## src/hdl/lz_growing_offset_decoder_macros.svh

```systemverilog
// Assertion helpers shared by the decoder's RTL.
`ifndef LZ_GROWING_OFFSET_DECODER_MACROS_SVH
`define LZ_GROWING_OFFSET_DECODER_MACROS_SVH

// Same-cycle implication, sampled on clk and disabled during reset.
`define LZGO_ASSERT_NOW(label, pre, post, msg) \
    label: assert property (@(posedge clk) disable iff (!rst_n) (pre) |-> (post)) \
        else $error(msg);

// Next-cycle implication, sampled on clk and disabled during reset.
`define LZGO_ASSERT_NEXT(label, pre, post, msg) \
    label: assert property (@(posedge clk) disable iff (!rst_n) (pre) |=> (post)) \
        else $error(msg);

`endif

```

## src/hdl/lzgo_ram.sv

```systemverilog
module lzgo_ram #(
    parameter int WIDTH = 8,
    parameter int DEPTH = 256
) (
    input  logic                     clk,
    input  logic                     we,
    input  logic [$clog2(DEPTH)-1:0] waddr,
    input  logic [WIDTH-1:0]         wdata,
    input  logic                     re,
    input  logic [$clog2(DEPTH)-1:0] raddr,
    output logic [WIDTH-1:0]         rdata
);

    logic [WIDTH-1:0] mem [DEPTH];

    // Read returns the old contents when the same entry is written in that cycle.
    always_ff @(posedge clk)
    begin
        if (we)
        begin
            mem[waddr] <= wdata;
        end
        if (re)
        begin
            rdata <= mem[raddr];
        end
    end

endmodule

```

## config.mk

```make
export PLATFORM = sky130hd
export DESIGN_NAME = lzgo_ram
export DESIGN_NICKNAME = d
export VERILOG_FILES = /design/src/hdl/lz_growing_offset_decoder_macros.svh /design/src/hdl/lzgo_ram.sv
export SDC_FILE = /design/constraint.sdc
export NUM_CORES = 2
export LEC_CHECK = 0
export ABC_AREA = 1
export BUFFER_PORTS_ARGS = -buffer_cell sky130_fd_sc_hd__buf_2
export CAP_MARGIN = 20
export CORE_UTILIZATION = 45
export CTS_CLUSTER_SIZE = 16
export DETAILED_ROUTE_END_ITERATION = 7
export PLACE_DENSITY_LB_ADDON = 0.2
export REMOVE_ABC_BUFFERS = 1
export SETUP_SLACK_MARGIN = 0.15
export SLEW_MARGIN = 20
export SYNTH_ARGS = -nofsm -noshare
export SYNTH_HDL_FRONTEND = slang
export SYNTH_SLANG_ARGS = --single-unit
```

## constraint.sdc

```tcl
create_clock -name clk -period 1.7 [get_ports clk]
set_clock_uncertainty 0.1 [all_clocks]
set_input_delay 0.085 -clock clk [delete_from_list [all_inputs] [get_ports clk]]
set_output_delay 0.085 -clock clk [all_outputs]
set_load 0.02 [all_outputs]
```

==> impl_metrics.toml <==
[power_and_ir_drop]
pwr_density_cell_nw_per_um2 = 1072
leakagePower_nw = 36.59
vdd_drop_max_uv = 818.2

[synthesis]
yosys_warnings = 0
ys_ff_latch = 2056
syn_area_um2 = 83480
synth_top_area_cell = "edfxtp_1"
yosysTopAreaCellShare = 0.7396
yosysSeqAreaShare = 0.7396
ys_types = 13
syn-instance-count = 7003
synth.area.top_cells = "edfxtp_1 (74%), nand3_1 (12%), nand2_1 (9.5%)"
syn_avg_cell_area_um2 = 11.92

[cts]
insertion_delay_ps = 860
cts.sinks = 2056
post-cts-setup-buffer-count = 0
cts_tree = "done"
numCtsBuffers = 209
clockBufferDepth = 3
cts_max_level = 4
cts_root_buf = "clkbuf_16"
cts.clk_slew.worst_paths_ps = 60

[critical_path]
max_stage_delay_ps = 370
cp-end-kind = "register"
worst-setup-path-type = "register to register"
crit_family = "simple AND/OR/NAND/NOR gates"
cp.arrival_ps = 2280
crit_path_top_delay_cell = "edfxtp_1"
critPathRequiredTime_ps = 2210
start_kind = "register"
path_common_cell = "nand2_1"
path_cells = "nand2_1, nand3_1, nand3_2, nand3_2, nand3_4, nand3_4, buf_12, nand3_2, nand2_1, nand2_1, nand2_1"
path_max_fanout = 1
cp_num_buf_inv = 1

[route]
via_per_inst = 5.561
wl_per_cell_um = 23.73
drc = 0
firstDrtPassIters = 6
first_iter_violations = 6221
final_antenna_net_count = 0
drt_wl_total_um = 242200
dr_total_vias = 56740

[placed_design]
numPortBuffers = 34
gp_congestion = 0.9023
pre_cts_slack_ps = -819.6
hpwlAfterDp_um = 153700

[status]
outcome = "complete, but fails checks"
violations = "negative setup slack"

[cells_and_area]
layout_commonest_cell = "nand2_1"
fin_util = 0.5531
drive_above_1_share = 0.1898
most-common-layout-cells = "nand2_1 (2094), edfxtp_1 (2056), nand3_1 (1682)"
num-fill-cells = 15120
area_growth_pct = 21.70
finalNetCount = 7584

[grt]
antenna_found_initial = 14
grt_pass1_vias = 54590
grt_max_degree = 89
gr-usage-all-layers = 0.2590
grt_pass1_wl_um = 359400
grt_overflow_total = 0

[floorplan]
rows = 157
ios = 35
dieArea_um2 = 187200
die_x_um = 432.7
coreArea_um2 = 183700
start_util = 0.4545
fp.dieH_um = 432.7

[timing]
hold_viol = 0
post-route-period-util = 1.042
timing.fmax_mhz = 564.4
fin_crit_ps = 1772
fin_setup_tns_ps = -134.7
grt_setup_unrepaired = "yes"
setup_viol = 6
worstMarginPinSlew_ps = 675.3
slew_headroom = 0.5498
setup_slack_ps = -71.82
drv_slew = 0

[worst_hold_path]
min_path_type = "primary input to register"

[flow_run]
drv_cap = 0
-- cell type report --
type                       count  area [um2]  share of cell area
clock buffer                 259        5439             0.05354
timing repair buffer         826        8507             0.08374
tap                         2464        3083             0.03035
antenna                        6       15.01           0.0001478
sequential                  2056       61740              0.6077
multi-input combinational   4425       21440              0.2111
clock inverter               128        1181             0.01163
inverter                      39       180.2            0.001774
-- report_power, final --
group	switching [mW]	leakage (nW)	internal, mW
Combinational	5.56	14.9	2.66
Sequential	0.0388	18.5	55.9
Clock	19.6	3.21	25.2
-- cells in the mapped netlist --
master	n
nand3_1	2019
buf_1	40
inv_2	2
nor2_1	283
inv_4	1
edfxtp_1	2056
buf_6	16
buf_4	46
inv_1	36
buf_8	1
buf_2	268
nand2_1	2123
clkbuf_1	112
-- state kept, by name, summed over array words and instances (netlist names) --
signal,cells
rdata,8
mem,2048
-- stage by stage --
step	power, mW	hold WS, ps	cell area [um2]	std cells
after floorplan	59.99	83.87	81020	6520
after global placement	64.45	250.8	92460	9794
after detailed placement	64.49	247.4	92460	9794
after CTS	109.3	0.3631	100900	10200
after global routing	111.9	63.51	101600	10200
final	108.9	83.80	101600	10200
-- per-layer routing --
layer | track usage | wire, um | up-vias
met4 | 0.08639 | 7609 | 2
met5 | 0 | 11 | -
li1 | - | - | 26000
met2 | 0.4155 | 115700 | 2268
met1 | 0.3652 | 100500 | 28080
met3 | 0.03396 | 18410 | 393
-- worst register-to-register path, stage by stage, from the launching register on --
cell      delay, ps
edfxtp_1        370
nand2_1          90
nand3_1         110
nand3_2         110
nand3_2         140
nand3_4         160
nand3_4          90
buf_12          140
nand3_2          60
nand2_1          60
nand2_1          70
nand2_1          50
-- kinds of logic (layout without fill, tap and decap cells) --
family,count (synthesis),after routing,share of synthesized area
flops,2056,2056,0.7396
simple gates,4425,4425,0.2292
other cells,0,6,0
buf+inv,522,1252,0.03116
-- repair_timing --
item	4_1_cts	5_1_grt
gates resized for setup	324	124
hold endpoints to repair	2281	0
pin swaps	73	58
cloned	0	0
hold buffers	16	0
endpoints found under the setup margin	16	21
-- path summary, 6_finish.rpt --
kind,startpoint,slack [ps],endpoint,cells past startpoint
setup / recovery,mem[13][5],-70,rdata[5],11
hold / removal,waddr[3],80,mem[206][1],6
setup reg to reg,mem[13][5],-70,rdata[5],11
hold reg to reg,mem[48][1],980,rdata[1],10
(Power assumes the default switching activity.)
